--- src/rtl/tsb_fifo.sv ---
// tsb_fifo: small register queue used between the stages of the block.
// Depends on nothing.
module tsb_fifo #(
   parameter int WIDTH = 8,
   parameter int DEPTH = 2
) (
   input  logic             clock,
   input  logic             reset,
   input  logic             wr_en,
   input  logic [WIDTH-1:0] wr_data,
   output logic             full,
   input  logic             rd_en,
   output logic [WIDTH-1:0] rd_data,
   output logic             empty
);

   localparam int PTR_W = (DEPTH > 1) ? $clog2(DEPTH) : 1;
   localparam int CNT_W = $clog2(DEPTH + 1);

   logic [WIDTH-1:0] slot_ff [DEPTH];
   logic [PTR_W-1:0] wr_ptr_ff, wr_ptr_in;
   logic [PTR_W-1:0] rd_ptr_ff, rd_ptr_in;
   logic [CNT_W-1:0] fill_ff, fill_in;
   logic             do_wr, do_rd;

   assign full    = (fill_ff == CNT_W'(DEPTH));
   assign empty   = (fill_ff == '0);
   assign do_wr   = wr_en && !full;
   assign do_rd   = rd_en && !empty;
   assign rd_data = slot_ff[rd_ptr_ff];

   // pointer and fill bookkeeping
   always_comb begin
      wr_ptr_in = wr_ptr_ff;
      rd_ptr_in = rd_ptr_ff;
      fill_in   = fill_ff;
      if (do_wr) begin
         wr_ptr_in = (wr_ptr_ff == PTR_W'(DEPTH - 1)) ? '0 : wr_ptr_ff + PTR_W'(1);
      end
      if (do_rd) begin
         rd_ptr_in = (rd_ptr_ff == PTR_W'(DEPTH - 1)) ? '0 : rd_ptr_ff + PTR_W'(1);
      end
      if (do_wr && !do_rd) begin
         fill_in = fill_ff + CNT_W'(1);
      end else if (do_rd && !do_wr) begin
         fill_in = fill_ff - CNT_W'(1);
      end
   end

   always_ff @(posedge clock) begin
      if (reset) begin
         wr_ptr_ff <= '0;
         rd_ptr_ff <= '0;
         fill_ff   <= '0;
      end else begin
         wr_ptr_ff <= wr_ptr_in;
         rd_ptr_ff <= rd_ptr_in;
         fill_ff   <= fill_in;
      end
   end

   // payload slots, no reset
   always_ff @(posedge clock) begin
      if (do_wr) begin
         slot_ff[wr_ptr_ff] <= wr_data;
      end
   end

endmodule

--- config.mk ---
export PLATFORM = sky130hd
export DESIGN_NAME = tsb_fifo
export DESIGN_NICKNAME = d
export VERILOG_FILES = /design/src/rtl/tsb_fifo.sv
export SDC_FILE = /design/constraint.sdc
export NUM_CORES = 1
export LEC_CHECK = 0
export BUFFER_PORTS_ARGS = -buffer_cell sky130_fd_sc_hd__buf_2
export CAP_MARGIN = 20
export CORE_MARGIN = 5
export CORE_UTILIZATION = 40
export CTS_BUF_LIST = sky130_fd_sc_hd__clkbuf_2
export DETAILED_ROUTE_END_ITERATION = 7
export PLACE_DENSITY = 0.66
export SYNTH_ARGS = -nofsm -noshare
export SYNTH_HDL_FRONTEND = slang
export SYNTH_SLANG_ARGS = --single-unit
--- constraint.sdc ---
create_clock -name clock -period 1.38 [get_ports clock]
set_input_delay 0.276 -clock clock [delete_from_list [all_inputs] [get_ports clock]]
set_output_delay 0.276 -clock clock [all_outputs]
set_load 0.05 [all_outputs]
==> impl_metrics.tcl, run 1 <==
set metrics [dict create \
    ys_ff_latch 21 \
    ys_types 13 \
    hold_buffers 0 \
    remaining_drc_errors 0 \
    crit_path_cell_trace "buf_6 -> mux2_4 -> buf_8" \
    area_growth_syn_to_layout_pct 57.26 \
    worstMarginPinSlew_ps 225.1 \
    period_share 1.130 \
    outcome "finished with violations" \
    drt-initial-drc-count 10 \
    period_needed_ps 1559 \
    cts.reportedPaths.clkPinSlew_ps 180 \
    hold_path_depth 1 \
    rsz0062_at_grt "true" \
    hold_viol_final 0 \
    crit_required_ps 1100 \
    synth_nets 63 \
    viasPerCell 4.628 \
    clk-insertion-delay-late_ps 310 \
    die_w_um 54.53 \
    seq_area_frac_synth 0.7319 \
    grt_remaining_overflow 0 \
    ios 22 \
    firstDrtPassIters 4 \
    leakage_nw 0.5169 \
    hold_path_class "in2reg" \
    slowest_delay_ps 390 \
    die-area_um2 2974 \
    yosysTopAreaCell "edfxtp_1" \
    fin_hold_ws_ps 142.1 \
    netlist_top_cells_area "edfxtp_1 (61%), dfxtp_1 (13%), mux2_2 (11%)" \
    grtUsageTotal 0.1213 \
    cp.arrival_ps 1280 \
    rows 16 \
    crit_path_top_delay_cell "dfxtp_2" \
    grt_pass1_wl_um 2435 \
    die_y_um 54.53 \
    io_buffers 21 \
    cp_max_fo 4 \
    final-setup-viol-count 11 \
    synth_top_area_frac 0.6057 \
    gp_congestion 0.6900 \
    cts-htree-levels 1 \
    cts.sinks 21 \
    worstSetupEndpointType "primary output" \
    fin_skew_ps 2.610 \
    antenna_cells 0 \
    ant_nets 0 \
    placeableCoreArea_um2 1922 \
    violations "setup timing" \
    fin_ws_ps -179.4 \
    syn_inst 50 \
    grt_max_degree 12 \
    mostFrequentLayoutCells "edfxtp_1 (16), buf_2 (11), buf_8 (10)" \
    nets 100 \
    dpl.hpwl_um 1067 \
    yosys_warnings 0 \
    maxCapViolCount 0 \
    synth.avg_cell_area_um2 15.87 \
    power.density_nw_per_um2 2176 \
    regArea_um2 589.3 \
    grt_pass1_vias 564 \
    slew_headroom 0.8499 \
    final_common_cell "edfxtp_1" \
    cts_buffer_depth 2 \
    worst-setup-path-type "reg2out" \
    cts_tree "yes" \
    slew_violations 0 \
    start_util 0.4128 \
    cp-start-kind "flop" \
    cts_inserted_buffers 3 \
    drive_gt1_frac 0.6395 \
    wl_per_cell_um 15.21 \
    r2r_cells 6 \
    syn_area_um2 793.3 \
    drt-total-wl_um 1719 \
    setup_tns_ps -1560 \
    vias 523 \
    clock-root-buffer "clkbuf_2" \
    max_freq_ghz 0.6413 \
    irDropWorstVdd_uv 1296 \
    antenna_found_initial 0 \
    multiInputGateArea_um2 274.0 \
    num-fill-cells 167 \
]
==> metal layers <==
metal,global-route usage,share of wire,up-vias,wire [µm]
li1,-,-,251,-
met1,0.1151,0.35,248,597
met2,0.2291,0.57,20,975
met3,0.03815,0.068,4,117
met4,0.06224,0.016,0,28
met5,0,0,-,0
==> worst max-delay path: cells and delay by family, from the launching register on <==
kind,cells,cell delay (ps)
buffers and inverters,2,280
DFF,1,390
muxes,1,310
==> power breakdown <==
part / internal [mW] / switching (mW)
clock: 0.0768 / 0.173
combinational: 0.775 / 0.793
sequential: 0.824 / 0.0724
total: 1.68 / 1.04
==> state kept, by name (all words and copies together) (netlist names), named ones only <==
register / count
fill_ff: 2
rd_ptr_ff: 1
slot_ff: 16
wr_ptr_ff: 1
==> kinds of logic (layout without fill, tap and decap cells) <==
kind of cell             count (synthesis)  count (layout)  synth area share
adder cells (fa/ha/maj)                  1               1           0.01577
buffers and inverters                    3              39           0.01577
XOR/XNOR                                 3               3           0.03313
AND/OR/NAND/NOR                          9               9           0.05837
multiplexers                             8               8            0.1136
flip-flops                              21              21            0.7319
AO/OA/AOI/OAI                            5               5           0.03154
==> stage by stage <==
step | cell area, µm² | cells | setup WS, ps | power, mW | utilization
2_1_floorplan | 800.8 | 50 | -243.3 | 1.586 | -
3_3_place_gp | 999.7 | 104 | -14.77 | 1.867 | 0.5202
3_5_place_dp | 999.7 | 104 | -113.9 | 1.906 | 0.5202
4_1_cts | 1184 | 109 | -181.8 | 2.542 | 0.6159
5_1_grt | 1247 | 113 | -257.3 | 2.848 | 0.6491
6_report | 1247 | 113 | -179.4 | 2.714 | 0.6491
==> synthesized netlist by cell type <==
master / count
ha_1: 1
or3_1: 2
edfxtp_1: 16
dfxtp_1: 5
inv_1: 2
o21ai_0: 3
a21oi_1: 2
xor2_1: 3
and2_1: 1
buf_2: 1
nor2_1: 5
mux2_2: 8
nor2b_2: 1
==> worst paths after layout <==
kind	slack (ps)	start	to
setup / recovery	-180	flop	rd_data[3]
hold / removal	140	wr_data[7]	slot_ff[1][7]$_DFFE_PP_
setup reg to reg	-90	fill_ff[1]$_SDFFE_PP0P_	fill_ff[1]$_SDFFE_PP0P_
hold reg to reg	520	wr_ptr_ff$_SDFFE_PP0N_	wr_ptr_ff$_SDFFE_PP0N_
==> what timing repair did <==
action,CTS,global route
buffers inserted,1,4
pin swaps,2,4
gates cloned,0,0
resized for setup,48,7
endpoints found under the setup margin,12,20
==> layout make-up <==
cell class,instances,area share
multi-input cells,26,0.2197
flip-flops and latches,21,0.4724
repair buffers,33,0.2588
well taps,27,0.02708
clock buffers,4,0.01605
inverters,2,0.006018
Note: power is estimated with default switching activity, not from simulation.
==> run 2, diff against run 1 <==
Settings changed: CORE_MARGIN 5 to default, PLACE_DENSITY 0.66 to default, PLACE_DENSITY_LB_ADDON from default to 0.1.
==> impl_metrics.tcl, run 2 (same netlist as run 1, synthesis figures left out) <==
set metrics [dict create \
    nets 100 \
    utilization 0.6709 \
    setup_tns_ps -1375 \
    cp-start-kind "flop" \
    rsz0062_at_grt "true" \
    period_share 1.125 \
    worst-setup-path-type "reg2out" \
    slowest_delay_ps 360 \
    worstSetupEndpointType "primary output" \
    p_clk_frac 0.098 \
    violations "setup timing" \
    regMostFlops "slot_ff" \
    die-area_um2 2165 \
    hold_viol_final 0 \
    final_common_cell "edfxtp_1" \
    mostFrequentLayoutCells "edfxtp_1 (16), buf_2 (11), buf_8 (9), buf_4 (9), mux2_4 (8)" \
    antenna_found_initial 0 \
    vias 492 \
    drive_gt1_frac 0.6047 \
    ios 22 \
    grt_max_degree 12 \
    fin_ws_ps -172.9 \
    cp.arrival_ps 1280 \
    gp_congestion 0.6760 \
    worstMarginPinSlew_ps 185.2 \
    antenna_cells 0 \
    maxCapViolCount 0 \
    slew_headroom 0.8765 \
    die_y_um 46.53 \
    cp_max_fo 3 \
    reg.largest.list "slot_ff: 16 flops, fill_ff: 2 flops" \
    r2r_cells 6 \
    dpl.hpwl_um 880.1 \
    fin_hold_ws_ps 136.4 \
    drt-total-wl_um 1371 \
    cp.buffers_inverters 2 \
    io_buffers 21 \
    crit_path_cell_trace "buf_4 -> mux2_4 -> buf_8" \
    worstHoldStart "wr_data[3]" \
    crit_required_ps 1100 \
    area_growth_syn_to_layout_pct 50.79 \
    fin_skew_ps 11.53 \
    cts-htree-levels 1 \
    cts_tree "yes" \
    cts.sinks 21 \
    slew_violations 0 \
    period_needed_ps 1553 \
    crit_path_top_delay_cell "dfxtp_2" \
    grt_remaining_overflow 0 \
    leakage_nw 0.5079 \
    r2r_slack_ps -50 \
    seqPwrFrac 0.349 \
    power_frac_comb 0.553 \
    num-fill-cells 136 \
    largest_register_ffs 16 \
    grt_pass1_wl_um 1869 \
    power.switching_mw 0.9481 \
    clk-insertion-delay-late_ps 310 \
    cts_inserted_buffers 3 \
    rows 15 \
    viasPerCell 4.432 \
    drt-initial-drc-count 2 \
    max_freq_ghz 0.6440 \
    p_int_mw 1.580 \
    grt_pass1_vias 440 \
    cts_buffer_depth 2 \
    final_cells 111 \
    wl_per_cell_um 12.35 \
    firstDrtPassIters 4 \
    irDropWorstVdd_uv 1432 \
    remaining_drc_errors 0 \
    rr_endpoint "fill_ff[1]$_SDFFE_PP0P_" \
    min_to "slot_ff[1][3]$_DFFE_PP_" \
    swShare 0.3751 \
    placedCellCount 105 \
    path_delay_family "flip-flops" \
    die_w_um 46.53 \
    r2r_start "fill_ff[1]$_SDFFE_PP0P_" \
    cts.reportedPaths.clkPinSlew_ps 190 \
    grtUsageTotal 0.1329 \
    ant_nets 0 \
    placeableCoreArea_um2 1783 \
    hold_path_class "in2reg" \
    final-setup-viol-count 9 \
    hold_path_depth 1 \
    outcome "finished with violations" \
    start_util 0.4449 \
    clock-root-buffer "clkbuf_2" \
    power.density_nw_per_um2 2113 \
]
## run 2: worst max path at each step
stage,startpoint,end,slack (ps),cells after the start
6_report,flop,rd_data[7],-170,3
3_5_place_dp,fill_ff[0]$_SDFFE_PP0P_,fill_ff[1]$_SDFFE_PP0P_,-20,4
4_1_cts,flop,rd_data[7],-180,3
5_1_grt,flop,rd_data[7],-240,3
3_3_place_gp,fill_ff[0]$_SDFFE_PP0P_,fill_ff[1]$_SDFFE_PP0P_,-50,4
2_1_floorplan,fill_ff[1]$_SDFFE_PP0P_,fill_ff[1]$_SDFFE_PP0P_,-240,5
## run 2: cell type report
cell class | instances | area [µm²] | share of cell area
clock buffers | 4 | 20.02 | 0.01674
inverters | 2 | 7.507 | 0.006276
multi-input cells | 26 | 247.7 | 0.2071
flip-flops and latches | 21 | 586.8 | 0.4906
well taps | 25 | 31.28 | 0.02615
repair buffers | 33 | 302.8 | 0.2531
## run 2: what timing repair did
item,4_1_cts,5_1_grt
setup buffers,0,2
hold buffers,0,0
pin swaps,1,2
gates resized for setup,43,4
setup endpoints to repair,11,11
hold endpoints to repair,0,0
## run 2: power groups by stage
stage               sequential, mW  clock, mW  combinational (mW)
finish                       0.882      0.247                1.40
global route                 0.893      0.286                1.48
CTS                          0.877      0.255                1.33
detailed placement           0.877          0                1.01
global placement             0.874          0                1.01
floorplan                    0.871          0               0.715
## run 2: layer usage
metal / share of wire / GRT usage / up-vias / wire length [µm]
met5: 0 / 0 / - / 0
met4: 0.0058 / 0.05294 / 0 / 8
met3: 0.040 / 0.03529 / 2 / 55
met2: 0.54 / 0.2194 / 16 / 736
met1: 0.42 / 0.1629 / 221 / 570
li1: - / - / 253 / -
## run 2: metrics by stage
stage | setup slack [ps] | power, mW | area, µm²
floorplan | -243.3 | 1.586 | 800.8
global placement | -47.95 | 1.883 | 1007
CTS | -175.7 | 2.467 | 1167
global route | -237.4 | 2.656 | 1196
finish | -172.9 | 2.528 | 1196
detailed placement | -17.63 | 1.889 | 1007
