$ cat config.mk
export PLATFORM = sky130hd
export DESIGN_NAME = tsb_front
export DESIGN_NICKNAME = d
export VERILOG_FILES = /design/src/rtl/tsb_pkg.sv /design/src/rtl/tsb_front.sv
export SDC_FILE = /design/constraint.sdc
export NUM_CORES = 1
export LEC_CHECK = 0
export BUFFER_PORTS_ARGS = -buffer_cell sky130_fd_sc_hd__buf_4
export CAP_MARGIN = 20
export CORE_AREA = 2 2 39 41
export DETAILED_ROUTE_END_ITERATION = 8
export DIE_AREA = 0 0 41 43
export GPL_ROUTABILITY_DRIVEN = 0
export PLACE_DENSITY = 0.66
export SLEW_MARGIN = 5
export SYNTH_ARGS = -nofsm -noshare
export SYNTH_HDL_FRONTEND = slang
export SYNTH_SLANG_ARGS = --single-unit
$ cat constraint.sdc
create_clock -name vclk -period 0.9
set_input_delay 0.18 -clock vclk [all_inputs]
set_output_delay 0.18 -clock vclk [all_outputs]
set_load 0.005 [all_outputs]
$ cat src/rtl/tsb_pkg.sv
// tsb_pkg: shared types, codes and helpers of the taint shadow bitmap.
// Depends on nothing; used by every module of the block but tsb_fifo, by scoped name.
package tsb_pkg;

   // Fixed widths of the item fields and the queue depth
   localparam int START_W     = 16;
   localparam int COUNT_W     = 9;
   localparam int QUEUE_DEPTH = 2;

   // Operation codes on req_operation
   localparam logic [1:0] OP_MARK   = 2'd0;
   localparam logic [1:0] OP_UNMARK = 2'd1;
   localparam logic [1:0] OP_TEST   = 2'd2;
   localparam logic [1:0] OP_CLEAR  = 2'd3;

   // Command class handed from the front end to the engine
   typedef enum logic [2:0] {
      KIND_SET  = 3'd0,
      KIND_CLR  = 3'd1,
      KIND_TEST = 3'd2,
      KIND_WIPE = 3'd3,
      KIND_NOP  = 3'd4
   } kind_type;

   typedef struct packed {
      kind_type             kind;
      logic [COUNT_W-1:0]   count;
   } cmd_type;

   // Bits pos .. pos+size-1 of one store word
   function automatic logic [7:0] part_mask(input logic [2:0] pos, input logic [3:0] size);
      logic [8:0]  ones;
      logic [15:0] wide;
      ones = (9'd1 << size) - 9'd1;
      wide = {7'd0, ones} << pos;
      return wide[7:0];
   endfunction

endpackage

$ cat src/rtl/tsb_front.sv
// tsb_front: classifies an incoming beat into an engine command.
// Depends on tsb_pkg (cmd_type, kind codes, field widths).
module tsb_front #(
   parameter int ADDR_BITS = 16,
   parameter int MAX_RUN   = 256
) (
   input  logic [1:0]                    operation,
   input  logic [tsb_pkg::START_W-1:0]   start_address,
   input  logic [tsb_pkg::COUNT_W-1:0]   byte_count,
   output tsb_pkg::cmd_type              cmd,
   output logic [ADDR_BITS-1:0]          cmd_addr
);

   logic [31:0]                  count_wide;
   logic [tsb_pkg::COUNT_W-1:0]  count_sat;
   logic                         run_empty;

   // address taken modulo the tracked space
   generate
      if (ADDR_BITS <= tsb_pkg::START_W) begin : g_addr_trim
         assign cmd_addr = start_address[ADDR_BITS-1:0];
      end else begin : g_addr_ext
         assign cmd_addr = {{(ADDR_BITS - tsb_pkg::START_W){1'b0}}, start_address};
      end
   endgenerate

   // long runs saturate to the run limit
   assign count_wide = 32'(byte_count);
   assign count_sat  = (count_wide > 32'(MAX_RUN)) ? tsb_pkg::COUNT_W'(MAX_RUN) : byte_count;
   assign run_empty  = (byte_count == '0);

   // classify the operation
   always_comb begin
      cmd.count = count_sat;
      unique case (operation)
         tsb_pkg::OP_MARK:   cmd.kind = run_empty ? tsb_pkg::KIND_NOP : tsb_pkg::KIND_SET;
         tsb_pkg::OP_UNMARK: cmd.kind = run_empty ? tsb_pkg::KIND_NOP : tsb_pkg::KIND_CLR;
         tsb_pkg::OP_TEST:   cmd.kind = tsb_pkg::KIND_TEST;
         tsb_pkg::OP_CLEAR:  cmd.kind = tsb_pkg::KIND_WIPE;
         default:            cmd.kind = tsb_pkg::KIND_NOP;
      endcase
   end

endmodule

==> metrics.yaml, run 1 <==
status: "finished with violations"
violations: "negative setup slack"
grt_pass1_vias: 209
worstHoldPathType: "in -> out"
leakagePower_uw: 0.0001982
cp_max_fo: 2
synthDominantAreaCellType: "buf_4"
diodes: 0
crit_chain: "buf_8 -> nor4_4 -> and3_1 -> buf_4"
max_freq_ghz: 0.9631
ys_warn_count: 0
synth_area_leaders: "buf_4 (51%), and2b_2 (30%), nor4_2 (5.3%)"
post-route-cell-area_sq_um: 389.1
setup_ws_ps: -138.3
cp-end-kind: "output port"
register_area_sq_um: 0
hold_start: "start_address[6]"
ys_seq_area_frac: 0
placed_area_sq_um: 309.0
nFillCells: 147
wl_per_cell_microns: 11.25
slowest_stage: "nor4_4"
post_cts_buffers: 0
clock_buffers: 0
cp_num_buf_inv: 2
drive_above_1_share: 0.8974
rows: 14
antenna_found_initial: 0
power_density_mw_per_mm2: 403.7
synth_common_cells: "buf_4 (16), and2b_2 (8), clkbuf_1 (2)"
routed_wl_microns: 619
cp.required_ps: 720
design.seq.count: 0
arrival_ps: 860
grt_pass1_wl_microns: 772
area_delta_synth_final_pct: 64.55
core_area_sq_mm: 0.001384
finalCriticalPeriod_ps: 1038
die-height_microns: 43
netlist_instances: 32
ys_types: 9
hold_viol_final: 0
tns_ps: -251.2
final_util: 0.2812
p_total_uw: 157.1
first_pass_iters: 3
via_count: 211
vias_per_cell: 3.836
crit_type: "in -> out"
ant_nets: 0
synth_top_area_frac: 0.5079
tightestPinTransition_ps: 236.2
holdWs_ps: 360.0
drt_iter0_markers: 1
track_usage: 0.06194
post-synth-top-count-cell: "buf_4"
slew_headroom: 0.8413
finalMaxSlewViolations: 0
vdd_drop_max_uv: 65.42
min_period_over_period: 1.154
crit_family: "simple AND/OR/NAND/NOR gates"
synth_area_sq_um: 236.5
top_level_ports: 55
io_buffer_count: 23
final_nets: 68
rsz0062_at_grt: "yes"
setup_violations: 2
drv_cap: 0
route.detailed.drc: 0
startpoint_type: "input pin"
grt_max_degree: 6
critPathMaxStageDelay_ps: 290
mappedNetlistNets: 59
die_area_sq_mm: 0.001763
floorplan.initialDensity: 0.1709
grt.overflow.total: 0
critPathLaunch: "byte_count[5]"
die_w_microns: 41
syn-mean-instance-area_sq_um: 7.390
==> layout make-up <==
cell class / count / area [sq um] / area share
repair buffers: 25 / 236.5 / 0.6077
multi-input cells: 13 / 128.9 / 0.3312
well taps: 16 / 20.02 / 0.05145
inverters: 1 / 3.754 / 0.009646
==> cells by family (layout without fill, tap and decap cells) <==
kind of cell    count (synthesis)  after routing  share of synthesized area
compound gates                  1              1                    0.02647
simple gates                   12             12                     0.4180
buf+inv                        19             26                     0.5556
==> power breakdown <==
part	total (uW)	leakage (uW)	switching [uW]	internal, uW
Sequential	0	0	0	0
Clock	0	0	0	0
Combinational	157	0.000198	50.3	107
Total	157	0.000198	50.3	107
==> metal layers <==
layer,wire (microns),vias up,global-route usage,share of wire
met5,0,-,0,0
met4,0,0,0.01333,0
met3,141,0,0.01571,0.23
met2,344,23,0.1500,0.56
met1,133,87,0.02848,0.21
li1,-,101,-,-
==> stage by stage <==
stage,std cells,setup WS [ps]
after detailed placement,54,-217.5
after global routing,55,-196.5
after global placement,54,-189.6
final,55,-138.3
after floorplan,32,44.07
after CTS,55,-132.5
==> cells in the final DEF (no fill, tap or decap) <==
cell     synthesis  layout
buf_6            0       9
and2b_2          8       8
nor2_1           1       1
nor4_4           0       2
and3_1           1       1
buf_4           16      14
a31oi_1          1       1
inv_1            1       1
buf_8            0       2
==> path summary, 6_finish.rpt <==
kind	to	cells after the start	slack, ps
max	cmd[11]	4	-140
min	cmd_addr[6]	0	360
==> timing repair <==
action / in CTS / in global routing
hold endpoints to repair: 0 / 0
hold buffers: 0 / 0
resized for setup: 9 / 7
gates cloned: 1 / 0
setup endpoints to repair: 10 / 9
pin swaps: 4 / 2
No activity file was read; power rests on OpenSTA's default activity.
==> inputs of run 2 (changes only) <==
--- a/config.mk
+++ b/config.mk
@@ -5,13 +5,14 @@
 export SDC_FILE = /design/constraint.sdc
 export NUM_CORES = 1
 export LEC_CHECK = 0
+export ABC_AREA = 1
 export BUFFER_PORTS_ARGS = -buffer_cell sky130_fd_sc_hd__buf_4
 export CAP_MARGIN = 20
 export CORE_AREA = 2 2 39 41
 export DETAILED_ROUTE_END_ITERATION = 8
 export DIE_AREA = 0 0 41 43
 export GPL_ROUTABILITY_DRIVEN = 0
-export PLACE_DENSITY = 0.66
+export PLACE_DENSITY = 0.67
 export SLEW_MARGIN = 5
 export SYNTH_ARGS = -nofsm -noshare
 export SYNTH_HDL_FRONTEND = slang
==> run 2 against run 1 <==
The flow still finishes with violations (negative setup slack). Total power rose by 1.6%. Combinational power barely moved. Via count rose by 26%. Clock-buffer cell count did not move. Hold slack did not move. Wire length fell by 4.8%. Fmax rose by 0.36%. First-iteration DRC count rose to 3.0 times the previous value. Cell area rose by 4.2%. Final cell count rose by 27%. Worst setup slack improved by 3.7 ps. Utilization rose by 1.2 points.
==> metrics.yaml, run 2 <==
post_cts_buffers: 0  # unchanged
route.detailed.drc: 0  # unchanged
worstHoldPathType: "in -> out"
grt_max_degree: 7  # +1
violations: "negative setup slack"
leakagePower_uw: 0.0002217  # +12%
die_w_microns: 41  # unchanged
ys_warn_count: 0  # unchanged
drt_iter0_markers: 3  # +2
syn-mean-instance-area_sq_um: 5.331  # -28%
hold_buffers: 0  # unchanged
min_period_over_period: 1.150  # -0.004089
ys_seq_area_frac: 0  # unchanged
antenna_found_initial: 0  # unchanged
max_freq_ghz: 0.9665  # +0.36%
crit_type: "in -> out"
ys_types: 8  # -1
wl_per_cell_microns: 8.414  # -25%
top_level_ports: 55  # unchanged
grt.overflow.total: 0  # unchanged
synth_common_cells: "buf_4 (16), nor2_1 (13), inv_1 (9)"
routed_wl_microns: 589  # -4.8%
hold_viol_final: 0  # unchanged
mostFrequentLayoutCell: "buf_4"
rows: 14  # unchanged
io_buffer_count: 23  # unchanged
ant_nets: 0  # unchanged
startpoint_type: "input pin"
area_delta_synth_final_pct: 65.31
synth_top_area_frac: 0.4898  # -0.01814
final_util: 0.2929  # +0.01175
floorplan.initialDensity: 0.1772  # +0.006329
power_density_mw_per_mm2: 393.6  # -2.5%
cp.required_ps: 720  # about the same
synth_area_leaders: "buf_4 (49%), nor2_1 (20%), inv_1 (14%)"
diodes: 0  # unchanged
mostFrequentLayoutCells: "buf_4 (20), inv_1 (9), nor2_1 (7), nor2_4 (6), buf_6 (6)"
cp-end-kind: "output port"
arrival_ps: 850  # about the same
via_count: 265  # +26%
grt_pass1_vias: 219  # +4.8%
design.seq.count: 0  # unchanged
setup_violations: 8  # +6
vias_per_cell: 3.786  # -1.3%
post-synth-top-count-cell: "buf_4"
drive_above_1_share: 0.6667  # -0.2308
drv_cap: 0  # unchanged
setup_ws_ps: -134.6  # +3.680 ps
cp_max_fo: 6  # +4
netlist_instances: 46  # +44%
first_pass_iters: 2  # -1
status: "finished with violations"
vdd_drop_max_uv: 67.75  # +3.6%
post-dp-hpwl_microns: 479.8
place_inst: 70  # +30%
finalMaxSlewViolations: 0  # unchanged
final_nets: 83  # +22%
tns_ps: -880.8  # -629.6 ps
slew_headroom: 0.8821  # +0.04080
core_area_sq_mm: 0.001384  # unchanged
final_cells: 70  # +27%
tightestPinTransition_ps: 176.4  # -59.81 ps
mappedNetlistNets: 73  # +24%
p_total_uw: 159.6  # +1.6%
pre_cts_slack_ps: -200.2  # +17.30 ps
die-height_microns: 43  # unchanged
synthDominantAreaCellType: "buf_4"
track_usage: 0.05994  # -0.001998
die_area_sq_mm: 0.001763  # unchanged
grt_pass1_wl_microns: 800  # +3.6%
clock_buffers: 0  # unchanged
rsz0062_at_grt: "yes"
synth_area_sq_um: 245.2  # +3.7%
finalCriticalPeriod_ps: 1035  # -3.680 ps
register_area_sq_um: 0  # unchanged
run 2: changes by cell type in the layout (fill, tap and decap cells not counted), sizes merged, moves of 2 or more:
| cell | delta |
|---|---|
| and2b | -8 |
| inv | +8 |
| nand2 | +2 |
| nor2 | +14 |
| nor4 | -2 |
run 2: cell families (layout without fill, tap and decap cells):
logic type | Yosys count | after routing | synth area share
AOI/OAI and AO/OA | 1 | 1 | 0.03062
and+or+nand+nor | 18 | 18 | 0.3113
buffers and inverters | 27 | 35 | 0.6582
run 2: worst paths after layout:
path	from	endpoint	slack (ps)	depth (start not counted)
min	start_address[14]	cmd_addr[14]	360	0
max	byte_count[7]	cmd[1]	-130	7
run 2: critical path, stage by stage:
cell,delay (ps)
buf_4,120
nor2_4,70
nand2_2,70
nor2_4,130
nor2_4,60
nor2_1,100
buf_4,120
run 2: metal layers:
layer,vias up,part of all wire,track usage
li1,129,-,-
met1,118,0.25,0.05696
met2,18,0.60,0.1188
met3,0,0.14,0.01047
met4,0,0,0.01333
met5,-,0,0
run 2: through the flow:
step | cell area (sq um) | hold slack, ps
floorplan | 245.2 | 391.1
global placement | 332.8 | 360.0
detailed placement | 332.8 | 360.0
CTS | 387.9 | 360.0
global route | 405.4 | 360.0
finish | 405.4 | 360.0
run 2: timing repair:
item,4_1_cts,5_1_grt
gates resized for setup,15,5
gates cloned,0,0
pin swaps,10,8
setup endpoints to repair,8,8
hold endpoints to repair,0,0
run 2: layout make-up:
| class | count | area (sq um) |
|---|---|---|
| inverters | 9 | 33.78 |
| repair buffers | 26 | 217.7 |
| multi-input cells | 19 | 133.9 |
| well taps | 16 | 20.02 |
| fillers | 160 | 978.4 |
run 2: report_power, final:
group	total [uW]	internal, uW	switching [uW]
Clock	0	0	0
Combinational	160	98.2	61.4
Sequential	0	0	0
==> inputs of run 3 (changes only) <==
--- a/config.mk
+++ b/config.mk
@@ -12,7 +12,7 @@
 export DETAILED_ROUTE_END_ITERATION = 8
 export DIE_AREA = 0 0 41 43
 export GPL_ROUTABILITY_DRIVEN = 0
-export PLACE_DENSITY = 0.67
+export PLACE_DENSITY = 0.72
 export SLEW_MARGIN = 5
 export SYNTH_ARGS = -nofsm -noshare
 export SYNTH_HDL_FRONTEND = slang
==> run 3 against run 2 <==
The flow still finishes with violations (negative setup slack). Largest cell class unchanged. Total power grew 6.5%. Critical endpoint is now cmd[7]. Global-route usage shrank 0.70 points. Non-clock buffer count grew 2. Clock-buffer cell count is the same. Critical path type unchanged. First-iteration DRC count shrank 100%. Combinational power grew 6%.
==> metrics.yaml, run 3 (synthesis results as in run 2) <==
clock_buffers: 0  # unchanged
mostFrequentLayoutCell: "buf_4"
ant_nets: 0  # unchanged
grt_pass1_wl_microns: 717  # -10%
crit_chain: "buf_6 -> nor2_4 -> nand2_2 -> nor2_4 -> nor2_4 -> nor2_1 -> buf_4"
setup_violations: 8  # unchanged
arrival_ps: 900  # +50 ps
slowest_stage: "nor2_4"
antenna_found_initial: 0  # unchanged
top_level_ports: 55  # unchanged
violations: "negative setup slack"
final_nets: 85  # +2.4%
mostFrequentLayoutCells: "buf_4 (20), inv_1 (9), buf_6 (8), nor2_4 (6), nor2_1 (5)"
max_freq_ghz: 0.9277  # -4.0%
floorplan.initialDensity: 0.1772  # unchanged
worstHoldPathType: "in -> out"
grt_pass1_vias: 218  # -0.46%
hold_start: "start_address[14]"
hold_viol_final: 0  # unchanged
die_w_microns: 41  # unchanged
place_inst: 71  # +1.4%
wl_per_cell_microns: 8.292  # -1.5%
finalCriticalPeriod_ps: 1078  # +43.28 ps
drt_iter0_markers: 0  # -3
cp_num_buf_inv: 2  # unchanged
nFillCells: 147  # -8.1%
cp-end-kind: "output port"
vias_per_cell: 3.653  # -3.5%
cp_max_fo: 6  # unchanged
area_delta_synth_final_pct: 78.57
slew_headroom: 0.8621  # -0.02003
finalMaxSlewViolations: 0  # unchanged
post-route-cell-area_sq_um: 437.9  # +8.0%
crit_type: "in -> out"
tightestPinTransition_ps: 206.3  # +29.94 ps
power_density_mw_per_mm2: 388.0  # -1.4%
crit_family: "simple AND/OR/NAND/NOR gates"
grt.overflow.total: 0  # unchanged
diodes: 0  # unchanged
final_cells: 72  # +2.9%
die-height_microns: 43  # unchanged
startpoint_type: "input pin"
vdd_drop_max_uv: 62.11  # -8.3%
track_usage: 0.05295  # -0.006993
hold-path-endpoint: "cmd_addr[14]"
cp.required_ps: 720  # about the same
min_period_over_period: 1.198  # +0.04809
post-dp-hpwl_microns: 449.5  # -6.3%
die_area_sq_mm: 0.001763  # unchanged
placed_area_sq_um: 340.3  # +2.3%
drv_cap: 0  # unchanged
core_area_sq_mm: 0.001384  # unchanged
register_area_sq_um: 0  # unchanged
hold_depth: 0  # unchanged
via_count: 263  # -0.75%
drive_above_1_share: 0.7321  # +0.06548
leakagePower_uw: 0.0002343  # +5.7%
multi_input_area_sq_um: 143.9  # +7.5%
rsz0062_at_grt: "yes"
status: "finished with violations"
rows: 14  # unchanged
setup_ws_ps: -177.9  # -43.28 ps
io_buffer_count: 23  # unchanged
route.detailed.drc: 0  # unchanged
critPathMaxStageDelay_ps: 140  # about the same
routed_wl_microns: 597  # +1.4%
grt_max_degree: 7  # unchanged
design.seq.count: 0  # unchanged
first_pass_iters: 1  # -1
cpMostUsedCell: "nor2_4"
==> run 3: worst max path at each step <==
stage,start,to,cells after the start
6_report,byte_count[7],cmd[7],7
5_1_grt,byte_count[7],cmd[7],7
4_1_cts,byte_count[3],cmd[1],7
3_5_place_dp,byte_count[7],cmd[4],7
3_3_place_gp,byte_count[1],cmd[3],7
2_1_floorplan,byte_count[1],cmd[0],5
==> run 3: what timing repair did <==
| action | in CTS | in global routing |
|---|---|---|
| gates cloned | 0 | 0 |
| gates resized for setup | 9 | 16 |
| setup buffers | 1 | 0 |
| setup endpoints to repair | 8 | 8 |
| pin swaps | 5 | 7 |
| endpoints found under the hold margin | 0 | 0 |
| hold buffers | 0 | 0 |
==> run 3: final cells by class <==
cell class	count	area share
Inverter	9	0.07714
Multi-Input combinational cell	19	0.3286
Tap cell	16	0.04571
Timing Repair Buffer	28	0.5486
==> run 3: per-stage QoR <==
stage               hold slack (ps)  setup WS (ps)  power [uW]  utilization  TNS, ps
finish                        360.0         -177.9       169.9       0.3165    -1126
global route                  360.0         -228.4       185.3       0.3165    -1573
CTS                           360.0         -193.1       145.9       0.2749    -1418
detailed placement            360.0         -207.2       130.8       0.2459    -1417
global placement              360.0         -172.2       129.9       0.2459    -1194
floorplan                     391.1          90.04       94.35            -        0
==> run 3: per-layer routing <==
layer	part of all wire	wire, microns	vias up	track usage
met5	0	0	-	0
met4	0	0	0	0
met3	0.17	100	0	0.02094
met2	0.60	359	16	0.1156
met1	0.23	138	114	0.03797
li1	-	-	133	-
==> run 3: report_power, final <==
group | switching, uW | total [uW] | internal [uW]
clock network | 0 | 0 | 0
logic | 64.6 | 170 | 105
registers | 0 | 0 | 0
